### src/hdl/i2cms_pkg.sv
package i2cms_pkg;

  // Buffer geometry
  localparam int BUFFER_DEPTH = 32;
  localparam int ADDR_W       = (BUFFER_DEPTH > 1) ? $clog2(BUFFER_DEPTH) : 1;
  localparam int LENGTH_W     = 5;
  localparam int INDEX_W      = 5;
  // position / length counters hold 0..BUFFER_DEPTH and any launch length
  localparam int CNT_W        = ($clog2(BUFFER_DEPTH + 1) > LENGTH_W) ?
                                $clog2(BUFFER_DEPTH + 1) : LENGTH_W;
  // one extra bit for length + 1 and range checks
  localparam int XA_W         = CNT_W + 1;

  // Host commands (s_tuser)
  typedef enum logic [1:0] {
    CMD_WRITE  = 2'd0,
    CMD_READ   = 2'd1,
    CMD_LAUNCH = 2'd2,
    CMD_EVENT  = 2'd3
  } cmd_t;

  // Bus actions
  typedef enum logic [2:0] {
    ACT_NONE   = 3'd0,
    ACT_SEND   = 3'd1,
    ACT_START  = 3'd2,
    ACT_RSTART = 3'd3,
    ACT_ACK    = 3'd4,
    ACT_NACK   = 3'd5,
    ACT_STOP   = 3'd6,
    ACT_RESET  = 3'd7
  } action_t;

  // Bus status codes; anything above ST_DATA_W_NACK is a bus error
  localparam logic [3:0] ST_START        = 4'd0;
  localparam logic [3:0] ST_REP_START    = 4'd1;
  localparam logic [3:0] ST_ADDR_W_ACK   = 4'd2;
  localparam logic [3:0] ST_DATA_W_ACK   = 4'd3;
  localparam logic [3:0] ST_ADDR_R_ACK   = 4'd4;
  localparam logic [3:0] ST_DATA_R_ACK   = 4'd5;
  localparam logic [3:0] ST_DATA_R_NACK  = 4'd6;
  localparam logic [3:0] ST_IGNORED      = 4'd7;
  localparam logic [3:0] ST_ADDR_R_NACK  = 4'd8;
  localparam logic [3:0] ST_ADDR_W_NACK  = 4'd9;
  localparam logic [3:0] ST_DATA_W_NACK  = 4'd10;

  // Input word layout (s_tdata)
  localparam int IN_W        = 24;
  localparam int I_IDX_LO    = 0;
  localparam int I_DATA_LO   = 5;
  localparam int I_LEN_LO    = 13;
  localparam int I_RS_BIT    = 18;
  localparam int I_STAT_LO   = 19;

  // Output word layout (m_tdata)
  localparam int OUT_W       = 24;
  localparam int O_ACT_LO    = 0;
  localparam int O_TX_LO     = 3;
  localparam int O_RD_LO     = 11;
  localparam int O_BUSY_BIT  = 19;
  localparam int O_ERR_BIT   = 20;
  localparam int O_REF_BIT   = 21;

  typedef struct packed {
    cmd_t                cmd;
    logic [INDEX_W-1:0]  index;
    logic [7:0]          data_byte;
    logic [LENGTH_W-1:0] length;
    logic                restart_read;
    logic [3:0]          status;
  } item_t;

  typedef struct packed {
    logic [CNT_W-1:0] pos;
    logic [CNT_W-1:0] len;
    logic             restart_pending;
    logic             busy;
    logic             err;
  } state_t;

  typedef struct packed {
    action_t    action;
    logic [7:0] tx_byte;
    logic [7:0] read_byte;
    logic       busy_res;
    logic       error;
    logic       refused;
  } result_t;

  typedef struct packed {
    logic              we;
    logic [ADDR_W-1:0] addr;
    logic [7:0]        data;
  } wr_t;

endpackage

### src/hdl/i2cms_ram.sv
// Simple dual-port RAM: one write port, one read port with registered data.
module i2cms_ram #(
  parameter int WIDTH = 8,
  parameter int DEPTH = 32
) (
  input  logic                             clk,
  input  logic                             we,
  input  logic [$clog2(DEPTH > 1 ? DEPTH : 2)-1:0] waddr,
  input  logic [WIDTH-1:0]                 wdata,
  input  logic                             re,
  input  logic [$clog2(DEPTH > 1 ? DEPTH : 2)-1:0] raddr,
  output logic [WIDTH-1:0]                 rdata
);

  logic [WIDTH-1:0] mem [DEPTH];

  // write
  always_ff @(posedge clk) begin
    if (we) begin
      mem[waddr] <= wdata;
    end
  end

  // registered read, old data on a same-address write
  always_ff @(posedge clk) begin
    if (re) begin
      rdata <= mem[raddr];
    end
  end

endmodule

### src/hdl/i2cms_step.sv
// Per-word decision logic: next state, buffer write and result from one word.
module i2cms_step (
  input  i2cms_pkg::item_t  item,
  input  i2cms_pkg::state_t state,
  input  logic [7:0]        rd_a,   // buf[index], buf[position] or buf[length]
  input  logic [7:0]        rd_b,   // buf[length + 1]
  output i2cms_pkg::state_t state_next,
  output i2cms_pkg::result_t res,
  output i2cms_pkg::wr_t    wr
);
  import i2cms_pkg::*;

  logic [CNT_W-1:0] eff_pos;
  logic [CNT_W-1:0] pos_inc;
  logic             pos_in_buf;

  always_comb begin
    state_next    = state;
    res           = '0;
    res.action    = ACT_NONE;
    wr            = '0;
    eff_pos       = state.pos;
    pos_inc       = state.pos;
    pos_in_buf    = XA_W'(state.pos) < XA_W'(BUFFER_DEPTH);

    case (item.cmd)
      CMD_WRITE: begin
        if (state.busy) begin
          res.refused = 1'b1;
        end else begin
          wr.we   = XA_W'(item.index) < XA_W'(BUFFER_DEPTH);
          wr.addr = ADDR_W'(item.index);
          wr.data = item.data_byte;
        end
      end
      CMD_READ: begin
        res.read_byte = rd_a;
      end
      CMD_LAUNCH: begin
        if (state.busy) begin
          res.refused = 1'b1;
        end else begin
          state_next.len             = CNT_W'(item.length);
          state_next.restart_pending = item.restart_read;
          state_next.pos             = '0;
          state_next.busy            = 1'b1;
          state_next.err             = 1'b0;
          res.action                 = ACT_START;
        end
      end
      default: begin
        if (state.busy) begin
          case (item.status) inside
            // start, repeated start, write-side acks: next byte or phase change
            [ST_START:ST_DATA_W_ACK]: begin
              eff_pos = (item.status <= ST_REP_START) ? '0 : state.pos;
              state_next.pos = eff_pos;
              if (eff_pos < state.len) begin
                res.tx_byte    = rd_a;
                state_next.pos = eff_pos + 1'b1;
                res.action     = ACT_SEND;
              end else if (state.restart_pending) begin
                // read address moves to buf[0], read count saturates
                wr.we   = 1'b1;
                wr.addr = '0;
                wr.data = rd_a;
                if (9'(rd_b) > 9'(BUFFER_DEPTH)) begin
                  state_next.len = CNT_W'(BUFFER_DEPTH);
                end else begin
                  state_next.len = CNT_W'(rd_b);
                end
                state_next.restart_pending = 1'b0;
                res.action                 = ACT_RSTART;
              end else begin
                state_next.busy = 1'b0;
                res.action      = ACT_STOP;
              end
            end
            ST_ADDR_R_ACK: begin
              res.action = ((XA_W'(state.pos) + 1'b1) < XA_W'(state.len)) ?
                           ACT_ACK : ACT_NACK;
            end
            ST_DATA_R_ACK: begin
              wr.we   = pos_in_buf;
              wr.addr = state.pos[ADDR_W-1:0];
              wr.data = item.data_byte;
              pos_inc = pos_in_buf ? state.pos + 1'b1 : state.pos;
              state_next.pos = pos_inc;
              res.action = ((XA_W'(pos_inc) + 1'b1) < XA_W'(state.len)) ?
                           ACT_ACK : ACT_NACK;
            end
            ST_DATA_R_NACK: begin
              wr.we           = pos_in_buf;
              wr.addr         = state.pos[ADDR_W-1:0];
              wr.data         = item.data_byte;
              state_next.busy = 1'b0;
              res.action      = ACT_STOP;
            end
            ST_IGNORED: begin
              res.action = ACT_NONE;
            end
            ST_ADDR_R_NACK, ST_ADDR_W_NACK, ST_DATA_W_NACK: begin
              state_next.err  = 1'b1;
              state_next.busy = 1'b0;
              res.action      = ACT_STOP;
            end
            default: begin
              state_next.busy = 1'b0;
              res.action      = ACT_RESET;
            end
          endcase
        end
      end
    endcase

    res.busy_res = state_next.busy;
    res.error    = state_next.err;
  end

endmodule

### src/hdl/i2c_master_transfer_sequencer_core.sv
// I2C master byte-level sequencer. One word is taken per clock cycle when the
// result side keeps up; each word gives exactly one result word, which
// passes through the input register and then the result register. Buffer
// reads are launched from the accepted word and the state left by the word
// ahead of it, into two copies of a BUFFER_DEPTH x 8 RAM with registered read
// (one copy serves buf[index]/buf[position]/buf[length], the other
// buf[length+1]); a write by the word ahead is forwarded. s_tuser carries the
// command (write, read, launch, bus status event). Buffer contents are not
// cleared by reset.
module i2c_master_transfer_sequencer_core (
  input  logic                       clk,
  input  logic                       rst,
  input  logic                       s_tvalid,
  output logic                       s_tready,
  // index[4:0], data_byte[12:5], length[17:13], restart_read[18], status[22:19]
  input  logic [i2cms_pkg::IN_W-1:0] s_tdata,
  // cmd[1:0]
  input  logic [1:0]                 s_tuser,
  output logic                       m_tvalid,
  input  logic                       m_tready,
  // action[2:0], tx_byte[10:3], read_byte[18:11], busy_res[19], error[20],
  // refused[21]
  output logic [i2cms_pkg::OUT_W-1:0] m_tdata
);
  import i2cms_pkg::*;

  // Stage and handshake control
  logic      s1_valid;
  logic      accept;
  logic      fire;
  item_t     item;
  item_t     item_in;

  // State
  state_t    state;
  state_t    step_state;
  state_t    state_eff;
  result_t   res;
  wr_t       wr;
  logic      wr_en;

  // Buffer read path
  logic [XA_W-1:0]   a_x;
  logic [XA_W-1:0]   b_x;
  logic [CNT_W-1:0]  a_pos;
  logic [7:0]        q_a;
  logic [7:0]        q_b;
  logic [7:0]        rd_a;
  logic [7:0]        rd_b;
  logic              a_oob;
  logic              b_oob;
  logic              fwd_a;
  logic              fwd_b;
  logic [7:0]        fwd_data;

  // Output register
  logic                 out_valid;
  logic [OUT_W-1:0]     out_data;
  logic [OUT_W-1:0]     out_data_next;

  assign fire     = s1_valid && (!out_valid || m_tready);
  assign s_tready = !s1_valid || fire;
  assign accept   = s_tvalid && s_tready;
  assign m_tvalid = out_valid;
  assign m_tdata  = out_data;

  // Unpack incoming word
  always_comb begin
    item_in.cmd          = cmd_t'(s_tuser);
    item_in.index        = s_tdata[I_IDX_LO +: INDEX_W];
    item_in.data_byte    = s_tdata[I_DATA_LO +: 8];
    item_in.length       = s_tdata[I_LEN_LO +: LENGTH_W];
    item_in.restart_read = s_tdata[I_RS_BIT];
    item_in.status       = s_tdata[I_STAT_LO +: 4];
  end

  // State as seen by the incoming word
  assign state_eff = fire ? step_state : state;
  assign wr_en     = fire && wr.we;

  // Read addresses for the incoming word
  always_comb begin
    a_pos = (item_in.status <= ST_REP_START) ? '0 : state_eff.pos;
    if (item_in.cmd == CMD_READ) begin
      a_x = XA_W'(item_in.index);
    end else if (a_pos < state_eff.len) begin
      a_x = XA_W'(a_pos);
    end else begin
      a_x = XA_W'(state_eff.len);
    end
    b_x = XA_W'(state_eff.len) + 1'b1;
  end

  i2cms_ram #(
    .WIDTH (8),
    .DEPTH (BUFFER_DEPTH)
  ) u_ram_a (
    .clk   (clk),
    .we    (wr_en),
    .waddr (wr.addr),
    .wdata (wr.data),
    .re    (accept),
    .raddr (a_x[ADDR_W-1:0]),
    .rdata (q_a)
  );

  i2cms_ram #(
    .WIDTH (8),
    .DEPTH (BUFFER_DEPTH)
  ) u_ram_b (
    .clk   (clk),
    .we    (wr_en),
    .waddr (wr.addr),
    .wdata (wr.data),
    .re    (accept),
    .raddr (b_x[ADDR_W-1:0]),
    .rdata (q_b)
  );

  // Input register with range flags and write forwarding
  always_ff @(posedge clk) begin
    if (accept) begin
      item     <= item_in;
      a_oob    <= a_x >= XA_W'(BUFFER_DEPTH);
      b_oob    <= b_x >= XA_W'(BUFFER_DEPTH);
      fwd_a    <= wr_en && (wr.addr == a_x[ADDR_W-1:0]);
      fwd_b    <= wr_en && (wr.addr == b_x[ADDR_W-1:0]);
      fwd_data <= wr.data;
    end
  end

  always_ff @(posedge clk) begin
    if (rst) begin
      s1_valid <= 1'b0;
    end else if (accept) begin
      s1_valid <= 1'b1;
    end else if (fire) begin
      s1_valid <= 1'b0;
    end
  end

  assign rd_a = a_oob ? 8'd0 : (fwd_a ? fwd_data : q_a);
  assign rd_b = b_oob ? 8'd0 : (fwd_b ? fwd_data : q_b);

  i2cms_step u_step (
    .item       (item),
    .state      (state),
    .rd_a       (rd_a),
    .rd_b       (rd_b),
    .state_next (step_state),
    .res        (res),
    .wr         (wr)
  );

  // Sequencer state
  always_ff @(posedge clk) begin
    if (rst) begin
      state <= '0;
    end else if (fire) begin
      state <= step_state;
    end
  end

  // Result register
  always_ff @(posedge clk) begin
    if (rst) begin
      out_valid <= 1'b0;
    end else if (fire) begin
      out_valid <= 1'b1;
    end else if (m_tready) begin
      out_valid <= 1'b0;
    end
  end

  // Pack result word, pad bits zero
  always_comb begin
    out_data_next                  = '0;
    out_data_next[O_ACT_LO +: 3]   = res.action;
    out_data_next[O_TX_LO +: 8]    = res.tx_byte;
    out_data_next[O_RD_LO +: 8]    = res.read_byte;
    out_data_next[O_BUSY_BIT]      = res.busy_res;
    out_data_next[O_ERR_BIT]       = res.error;
    out_data_next[O_REF_BIT]       = res.refused;
  end

  always_ff @(posedge clk) begin
    if (fire) begin
      out_data <= out_data_next;
    end
  end

endmodule

### config.mk
export PLATFORM = sky130hd
export DESIGN_NAME = i2c_master_transfer_sequencer_core
export DESIGN_NICKNAME = d
export VERILOG_FILES = /design/src/hdl/i2cms_pkg.sv /design/src/hdl/i2cms_ram.sv /design/src/hdl/i2cms_step.sv /design/src/hdl/i2c_master_transfer_sequencer_core.sv
export SDC_FILE = /design/constraint.sdc
export NUM_CORES = 1
export LEC_CHECK = 0
export ABC_AREA = 1
export BUFFER_PORTS_ARGS = -buffer_cell sky130_fd_sc_hd__buf_2
export CAP_MARGIN = 20
export CORE_MARGIN = 2
export CORE_UTILIZATION = 35
export DETAILED_ROUTE_END_ITERATION = 10
export SYNTH_ARGS = -nofsm -noshare
export SYNTH_HDL_FRONTEND = slang
export SYNTH_SLANG_ARGS = --single-unit
### constraint.sdc
create_clock -name clk -period 10.3 [get_ports clk]
set_clock_uncertainty 0.15 [all_clocks]
set_input_delay 1.03 -clock clk [delete_from_list [all_inputs] [get_ports clk]]
set_output_delay 1.03 -clock clk [all_outputs]
set_load 0.05 [all_outputs]
======== Yosys cells after proc, flatten, opt, wreduce, memory -nomap -nowiden ========
Memory sizes are Yosys's and may differ from the RTL's. A register that Yosys moved wholly into a read port is not among the register bits.
Index checks and enable logic that the tools add are counted.
operators by class
  $add $sub $neg .......................... 5
  order comparisons ....................... 12
  eq/ne operators ......................... 14
  reductions and logical operators ........ 21
  mux-type cells .......................... 64
  bitwise operators ....................... 4
operators by type and width
  kind                   number
  $mux W14               8
  $mux W6                10
  $mux W8                7
  $mux W15               3
  $pmux W15 S2           1
  $pmux W14 S2           1
  $mux W1                22
  $add A6 B1 Y7 const B  3
  $mux W3                7
  $eq A4 B3 Y1 const B   4
  $ge A7 B6 Y1 const B   2
  $lt A7 B6 Y1           2
  $mux W7                2
  $add A6 B1 Y6 const B  2
  $eq A4 B4 Y1 const B   3
  $lt A6 B6 Y1           2
  $mux W11               1
  $eq A5 B5 Y1           2
  $gt A8 B6 Y1 const B   1
  $le A4 B1 Y1 const B   2
  $reduce_bool A2 Y1     4
  $logic_and A1 B1 Y1    6
  $lt A6 B6 Y1 const B   1
  $pmux W3 S2            1
  other kinds (14)       23
word-level totals
  input bits .............................. 30
  RAM bits ................................ 512
  output and inout port bits .............. 26
  bits in registers ....................... 76
  memories ................................ 2
  word-level logic and storage cells ...... 144
memory list
  memory       words  bits a word  read ports  clocked after memory_dff  wr ports  line             RTL
  u_ram_a.mem  32     8            1           1                         1         i2cms_ram.sv:15  logic [WIDTH-1:0] mem [DEPTH];
  u_ram_b.mem  32     8            1           1                         1         i2cms_ram.sv:15

======== Depth between registers and ports, before layout ========
Gate-level depths: netlist (run 1).
  word-level depth ........................ 17
  mapped depth ............................ 38
  depth with buffers taken out ............ 36

======== Hierarchy ========
A second synthesis (run 1) with hierarchy kept.
second synthesis, totals
  cell total of the unflattened synthesis .. 2566
  area, all modules ....................... 27068.5 um2
by module, submodules not included
  module                              sequential area each (um2)  times used  cells an instance  area each (um2)
  i2cms_ram                           7927.6                      2           922                10866.7
  i2c_master_transfer_sequencer_core  2112.0                      1           312                3289.4
  i2cms_step                          0.0                         1           410                2045.7

======== Least setup slack after synthesis (run 1) ========
OpenSTA, ideal clock, no wires.
  path kind ............................... in2reg
  from .................................... input m_tready
  to ...................................... register u_ram_a.rdata[3] (read register of u_ram_a.mem) (data pin)
  buffers on the path ..................... 2
  setup slack ............................. 5.568 ns
  cell stages on the path ................. 24
  setup time .............................. 0.253 ns
  arrival time ............................ 4.329 ns
  path through ............................ inv_1 > nand2_1 > nand2_1 > inv_1 > clkbuf_1 > nand3_1 > o21ai_0 > inv_1 > ha_1 > a21oi_1 > inv_1 > a21oi_2 > nand2_4 > inv_2 > nand2_1 > nand3_1 > o21ai_2 > inv_2 > clkbuf_1 > nand3_1 > nand3_1 > nand2_1 > nand2_1 > nand2_1
on the way
  cells in the longest elaborated chain, start to end .. 7
RTL lines
  what                   line                                      RTL
  start, declared        i2c_master_transfer_sequencer_core.sv:20  input logic m_tready,
  $logic_or A1 B1 Y1 *   i2c_master_transfer_sequencer_core.sv:61  assign fire = s1_valid && (!out_valid || m_tready);
  $logic_and A1 B1 Y1 *  i2c_master_transfer_sequencer_core.sv:61
  net fire               i2c_master_transfer_sequencer_core.sv:30  logic fire;
  $mux W15               -
  $mux W6                i2c_master_transfer_sequencer_core.sv:83  a_pos = (item_in.status <= ST_REP_START) ? '0 : state_eff.pos;
  $lt A6 B6 Y1           i2c_master_transfer_sequencer_core.sv:86  end else if (a_pos < state_eff.len) begin
  $mux W6                i2c_master_transfer_sequencer_core.sv:86
  $mux W6                i2c_master_transfer_sequencer_core.sv:84  if (item_in.cmd == CMD_READ) begin
  end, declared          i2cms_ram.sv:12                           output logic [WIDTH-1:0] rdata
Mark *: on every way through the listed nets, which the timed path passes. The rest lies on a longest branch.
A chain may end at the register's enable or synchronous reset.

======== Final worst setup path (run 1) ========
  from .................................... register, netlist name item[3]
  to ...................................... register u_ram_b.rdata[1] (read register of u_ram_b.mem) (data pin)
on the way
  cells in the longest elaborated chain, start to end .. 9
RTL lines
  what             line                                      RTL
  $le A4 B1 Y1     i2cms_step.sv:56                          eff_pos = (item.status <= ST_REP_START) ? '0 : state.pos;
  $mux W6          i2cms_step.sv:56
  $lt A6 B6 Y1     i2cms_step.sv:58                          if (eff_pos < state.len) begin
  $mux W8          i2cms_step.sv:58
  $mux W7 *        i2cms_step.sv:53                          case (item.status) inside
  $mux W15 *       i2cms_step.sv:52                          if (state.busy) begin
  $pmux W15 S2 *   i2cms_step.sv:26                          case (item.cmd)
  $mux W15 *       -
  $add A6 B1 Y7 *  i2c_master_transfer_sequencer_core.sv:91  b_x = XA_W'(state_eff.len) + 1'b1;
  end, declared    i2cms_ram.sv:12
Every way passes the cells marked *; elsewhere a longest branch is shown, timed or not. The select of a mux whose other input is x is not followed.

==> results of run 1 <==
[sequential cells by signal, indices dropped and copies added (netlist names)]
name           cells
u_ram_b.rdata      8
a_oob              1
state             15
m_tvalid           1
u_ram_a.rdata      8
fwd_b              1
b_oob              1
m_tdata           22
fwd_data           8
u_ram_b.mem      256
s1_valid           1
item              25
fwd_a              1
[power breakdown]
part,switching [mW],internal [mW],total [mW]
logic,0.590,0.212,0.802
clock network,0.589,0.782,1.37
registers,0.0200,1.59,1.61
[final cells by class]
cell class / count / area, um2 / area share
well taps: 696 / 871 / 0.0410
clock inverters: 26 / 203 / 0.00954
diodes: 2 / 5.00 / 0.000236
repair buffers: 86 / 529 / 0.0249
inverters: 361 / 1360 / 0.0638
clock buffers: 48 / 1050 / 0.0495
flip-flops and latches: 348 / 10300 / 0.484
multi-input cells: 1381 / 6940 / 0.327
[routing by layer]
metal / wire length, um / global-route usage / part of all wire
met1: 25100 / 0.279 / 0.42
met2: 27000 / 0.337 / 0.45
met3: 5480 / 0.0366 / 0.091
met4: 2290 / 0.0882 / 0.038
met5: 0 / 0 / 0
[cell usage after synthesis (21+ instances only)]
cell type / instances
a31oi_1: 23
ha_1: 28
edfxtp_1: 331
clkbuf_1: 57
o21ai_0: 181
a21oi_1: 159
nor3_1: 21
nand2_1: 378
nor2_1: 120
buf_2: 36
inv_1: 350
nand3_1: 363
[path summary, 6_finish.rpt]
path	from	to	cells past startpoint
setup / recovery	item[3]	u_ram_b.rdata[1]	27
hold / removal	state[2]	state[2]	2
setup reg to reg	item[3]	u_ram_b.rdata[1]	27
hold reg to reg	state[2]	state[2]	2
[through the flow]
stage / instance area, um2 / hold slack, ps / setup WS (ps) / std cells
global route: 21200 / 379 / 2720 / 2947
global placement: 19900 / 339 / 3270 / 2869
floorplan: 19100 / 308 / 5570 / 2219
detailed placement: 19900 / 333 / 3290 / 2870
finish: 21200 / 357 / 3110 / 2948
CTS: 21200 / 344 / 3260 / 2944
[kinds of logic after synthesis]
kind of cell | count (synthesis) | synth area share
flip-flops | 348 | 0.537
AND/OR/NAND/NOR | 914 | 0.212
other | 1 | 0.000196
adder cells (fa/ha/maj) | 28 | 0.0183
XOR/XNOR | 12 | 0.00549
AO/OA/AOI/OAI | 425 | 0.124
buffers and inverters | 490 | 0.102
[tightest hold or removal path: cells and delay by family, from the launching register on]
kind | cells | cell delay, ps
buf+inv | 1 | 90
compound gates | 1 | 80
flops | 1 | 290
==> impl_summary.txt, run 1 <==
----------------------------------------------------
[Outcome]
  Outcome ... finished, final reports clean

[Route]
  Routed wire per std cell ... 20.3 um
  First-pass DRT Iterations ... 6
  Via density per instance ... 5.46
  Vias ... 16100
  Remaining routing DRC violations ... 0
  Final WL ... 59.9 mm
  Drt first-iter violations ... 1684
  Antenna Nets Post-Route ... 0

[Synthesis]
  Count of mapped cells out of synthesis ... 2218
  Share of flip-flops with an asynchronous set or reset after synthesis ... 0
  Portion of the post-synthesis area used by sequential elements ... 0.537
  FF+latch count, synth ... 348
  Number of different library cells in the post-synthesis netlist ... 49
  Area share of the largest cell type after synthesis ... 0.520
  YS warnings ... 0
  Cell area after technology mapping ... 19100 um2
  Cell type contributing the most total cell area after synthesis ... edfxtp_1
  Syn Area/Cell ... 8.62 um2
  EDFF count, synth ... 331
  Synth top area cells ... edfxtp_1 (52%), nand3_1 (9.5%), nand2_1 (7.4%), inv_1 (6.9%), o21ai_0 (4.7%)
  Primary flip-flop cell chosen by synthesis mapping ... edfxtp_1

[Global routing]
  Wire length of the first global-routing pass ... 90.5 mm
  Largest net degree at the start of global routing ... 103
  Total congestion overflow after global routing ... 0
  Vias in the first global route ... 15500
  All-layer global routing usage ... 0.210
  Initial antenna violation count ... 3

[STA]
  Headroom to the max-slew limit ... 0.286
  Endpoints failing setup ... 0
  Final clock period utilization by the worst path ... 0.698
  Setup repair after global routing missed its margin ... no
  Max Slew Vio Count ... 0
  Shortest period the worst path allows ... 7190 ps
  Worst Max-Slew Pin Slew ... 1070 ps
  Setup Total Neg Slack ... 0 ps
  Peak clock frequency supported by timing ... 139 MHz
  Count of final hold-check violations ... 0

[Critical path]
  Critical path class ... reg -> reg
  Max stage delay on crit path ... 800 ps
  Largest delay share family, worst path ... buffers and inverters
  Worst setup SP type ... flop
  Buf+Inv Stages, Crit Path ... 7
  Required time of the critical path ... 10440 ps
  Setup slack of the most critical reg-to-reg path ... 3110 ps
  Crit path max fanout ... 101
  Data arrival, critical path ... 7330 ps
  Most used cell along the critical path ... nand2_1
  Standard cell with the maximum stage delay on the critical path ... buf_4
  Critical Path End Type ... flop

[Clock tree]
  CTS tree ... done
  Number of buffers on the longest clock path ... 3
  Clock input transition at the sequential cells of the worst setup and hold paths ... 60 ps
  CTS resizes ... 0
  Buffer count from post-CTS setup fixing ... 0
  Clock Root Buffer ... clkbuf_16
  Number of buffers added by the clock tree synthesis step ... 40
  Source-to-sink clock delay at the later pin of the worst-skew pair ... 590 ps
  Number of H-tree levels ... 2
  Number of buffers inserted for hold repair after clock tree synthesis ... 0
  Number of sinks on the clock net ... 348

[Placement]
  Buffers added on ports ... 52
  Half-perimeter wire length after detailed placement ... 37.6 mm
  Last weighted congestion value of the routability-driven placer ... 0.914

[Cells and area]
  P&R area growth vs syn ... 11.0%
  Commonest non-fill, non-tap cell in the layout ... nand2_1
  Most frequent cells in the layout ... nand2_1 (375), nand3_1 (363), inv_1 (349)
  Filler cell count in the final layout ... 5272
  Post-layout nets ... 2276
  Layout Utilization ... 0.394
  Share of post-route cells with drive strength above 1 ... 0.0827

[Floorplanning]
  DIE AREA ... 56500 um2
  Height of the chip ... 238 um
  Die X ... 238 um
  Starting density of the core ... 0.355
  CORE AREA ... 53900 um2
  Placement Rows ... 85
  Top-level port count ... 56

[Pwr]
  Final Power ... 3.78 mW
  Total power per unit cell area ... 178 nW/um2
  Largest voltage drop on the vdd net ... 0.102 mV
  Leakage power figure ... 9.01 nW

[Min path]
  Worst hold-check path type ... reg -> reg

[Flow run]
  Maximum Capacitance Violations ... 0

----------------------------------------------------
Power figures use the tool's default switching activity.
==> run 2, diff against run 1 <==
Clock period 10.3 ns to 6.2 ns, I/O delays scaled along.
==> impl_summary.txt, run 2 (synthesized netlist as in run 1, its figures left out) <==
----------------------------------------------------
[Outcome]
  Outcome ... finished, final reports clean (unchanged)

[Placement]
  Half-perimeter wire length after detailed placement ... 38.6 mm (was 37.6 mm)
  Worst-case setup slack after placement ... 380 ps (was 3290 ps)
  Buffers added on ports ... 52 (unchanged)
  Last weighted congestion value of the routability-driven placer ... 0.938 (was 0.914)
  Number of instances in the placed design ... 2902 (was 2870)

[Route]
  Drt first-iter violations ... 1651 (was 1684)
  First-pass DRT Iterations ... 6 (unchanged)
  Met2 WL ... 27.5 mm (was 27.0 mm)
  Routed wire per std cell ... 19.8 um (was 20.3 um)
  Final WL ... 59.0 mm (was 59.9 mm)
  Wire length on met1 ... 24.7 mm (was 25.1 mm)
  Antenna Nets Post-Route ... 0 (unchanged)
  Detailed route wirelength on metal3 ... 5.09 mm (was 5.48 mm)
  Remaining routing DRC violations ... 0 (unchanged)
  Highest layer used for signal routing ... met4 (unchanged)
  Vias ... 16200 (was 16100)
  Via density per instance ... 5.42 (was 5.46)

[Cells and area]
  P&R area growth vs syn ... 13.1% (was 11.0%)
  Most frequent cells in the layout ... nand2_1 (375), nand3_1 (363), inv_1 (349) (unchanged)
  Biggest register ... u_ram_b.mem (unchanged)
  Post-layout nets ... 2313 (was 2276)
  Final instance count without filler cells ... 2981 (was 2948)
  Commonest non-fill, non-tap cell in the layout ... nand2_1 (unchanged)
  Flip-flop count of the largest register, all copies and words added ... 256 (unchanged)
  Share of post-route cells with drive strength above 1 ... 0.0976 (was 0.0827)
  Layout Utilization ... 0.401 (was 0.394)
  Filler cell count in the final layout ... 5232 (was 5272)
  Ant diodes ... 0 (was 2)

[Floorplanning]
  Height of the chip ... 238 um (unchanged)
  CORE AREA ... 53900 um2 (unchanged)
  Placement Rows ... 85 (unchanged)
  Starting density of the core ... 0.355 (unchanged)
  Die X ... 238 um (unchanged)
  Top-level port count ... 56 (unchanged)
  DIE AREA ... 56500 um2 (unchanged)

[STA]
  Peak clock frequency supported by timing ... 175 MHz (was 139 MHz)
  Setup repair after global routing missed its margin ... no (unchanged)
  Max Slew Vio Count ... 0 (unchanged)
  Final clock period utilization by the worst path ... 0.920 (was 0.698)
  Worst Max-Slew Pin Slew ... 1150 ps (was 1070 ps)
  Headroom to the max-slew limit ... 0.234 (was 0.286)
  Fin worst setup slack ... 497 ps (was 3110 ps)
  Endpoints failing setup ... 0 (unchanged)
  Count of final hold-check violations ... 0 (unchanged)
  Shortest period the worst path allows ... 5700 ps (was 7190 ps)
  Setup Total Neg Slack ... 0 ps (unchanged)

[Clock tree]
  Clock input transition at the sequential cells of the worst setup and hold paths ... 60 ps (about the same)
  Clock Root Buffer ... clkbuf_16 (unchanged)
  Number of sinks on the clock net ... 348 (unchanged)
  Number of buffers added by the clock tree synthesis step ... 40 (unchanged)
  Number of buffers on the longest clock path ... 3 (unchanged)
  Number of H-tree levels ... 2 (unchanged)
  Source-to-sink clock delay at the later pin of the worst-skew pair ... 580 ps (was 590 ps)
  CTS tree ... done (unchanged)

[Min path]
  Min-delay src ... s_tdata[19] (was state[2])
  Destination of the worst hold path ... item[0] (was state[2])
  Number of cells on the worst hold path ... 1 (was 2)
  Worst hold-check path type ... in -> reg (was reg -> reg)

[Global routing]
  Vias in the first global route ... 15200 (was 15500)
  Largest net degree at the start of global routing ... 122 (was 103)
  Wire length of the first global-routing pass ... 88.9 mm (was 90.5 mm)
  All-layer global routing usage ... 0.204 (was 0.210)
  Initial antenna violation count ... 0 (was 3)
  Total congestion overflow after global routing ... 0 (unchanged)

[Critical path]
  Largest delay share family, worst path ... simple AND/OR/NAND/NOR gates (was buffers and inverters)
  Max stage delay on crit path ... 460 ps (was 800 ps)
  Buf+Inv Stages, Crit Path ... 5 (was 7)
  Standard cell with the maximum stage delay on the critical path ... edfxtp_1 (was buf_4)
  Worst setup SP type ... flop (unchanged)
  Capture instance of the worst register-to-register path ... u_ram_a.rdata[3] (was u_ram_b.rdata[1])
  Critical path class ... reg -> reg (unchanged)
  Required time of the critical path ... 6360 ps (was 10440 ps)
  Crit path max fanout ... 16 (was 101)
  Reg2Reg Depth ... 35 (was 27)
  Most used cell along the critical path ... nand2_1 (unchanged)
  Launching point of the worst reg2reg path ... item[3] (unchanged)
  Critical Path End Type ... flop (unchanged)
  Data arrival, critical path ... 5860 ps (was 7330 ps)
  Setup slack of the most critical reg-to-reg path ... 500 ps (was 3110 ps)

[Pwr]
  Largest voltage drop on the vdd net ... 0.157 mV (was 0.102 mV)
  Proportion of power drawn by the clock network ... 0.358 (was 0.363)
  Seq pwr share ... 0.418 (was 0.425)
  Switch share ... 0.314 (was 0.317)
  Total internal power ... 4.38 mW (was 2.58 mW)
  Total power per unit cell area ... 295 nW/um2 (was 178 nW/um2)
  Net Sw Power ... 2.01 mW (was 1.20 mW)
  Leakage power figure ... 9.24 nW (was 9.01 nW)
  Logic gate share of total power ... 0.224 (was 0.212)

[Flow run]
  Maximum Capacitance Violations ... 0 (unchanged)

----------------------------------------------------
## run 2: cell count changes in the layout (fill, tap and decap cells not counted), moves of 2 or more
| cell | delta |
|---|---|
| diode_2 | -2 |
| buf_12 | +6 |
| buf_4 | +31 |
| clkinv_1 | -4 |
| clkbuf_1 | +2 |
## run 2: per-layer routing
| metal | global-route usage | vias up |
|---|---|---|
| met4 | 0.0711 | 0 |
| li1 | - | 7606 |
| met3 | 0.0362 | 100 |
| met2 | 0.337 | 791 |
| met1 | 0.271 | 7662 |
| met5 | 0 | - |
## run 2: how the worst max path moves through the flow
| stage | slack [ps] | startpoint | to | cells after the start |
|---|---|---|---|---|
| finish | 500 | item[3] | u_ram_a.rdata[3] | 35 |
| CTS | 330 | item[3] | u_ram_a.rdata[3] | 35 |
| global route | 50 | item[3] | u_ram_a.rdata[4] | 36 |
| detailed placement | 380 | item[3] | u_ram_a.rdata[3] | 35 |
| global placement | 420 | item[3] | u_ram_a.rdata[3] | 35 |
| floorplan | 1690 | item[3] | u_ram_a.rdata[3] | 35 |
## run 2: what timing repair did
action,CTS,global route
buffers inserted,0,5
hold buffers,0,0
setup endpoints to repair,0,8
gates resized for setup,0,4
## run 2: metrics by stage
step,power (mW),area [um2],hold slack [ps]
after CTS,6.36,21500,56.4
final,6.38,21600,77.3
after global routing,6.61,21600,67.3
after detailed placement,4.07,20300,342
after floorplan,3.61,19100,308
after global placement,4.06,20300,342
## run 2: worst register-to-register path: cells and delay by family, from the launching register on
family          cells  cell delay, ps
compound gates      8            1080
fa+ha+maj           2             550
buf+inv             5             730
flops               1             460
simple gates       20            2480
## run 2: final cells by class
| type | instances | area (um2) | area share |
|---|---|---|---|
| multi-input combinational | 1381 | 6970 | 0.322 |
| clock inverter | 23 | 211 | 0.00977 |
| timing repair buffer | 123 | 918 | 0.0424 |
| tap | 696 | 871 | 0.0402 |
| sequential | 348 | 10300 | 0.475 |
| inverter | 361 | 1360 | 0.0626 |
| clock buffer | 49 | 1030 | 0.0478 |
## run 2: power by group through the flow
stage               sequential (mW)  combinational [mW]  clock [mW]
detailed placement             2.72                1.36           0
finish                         2.67                1.43        2.29
global route                   2.67                1.53        2.41
CTS                            2.67                1.36        2.33
global placement               2.71                1.34           0
floorplan                      2.72               0.884           0
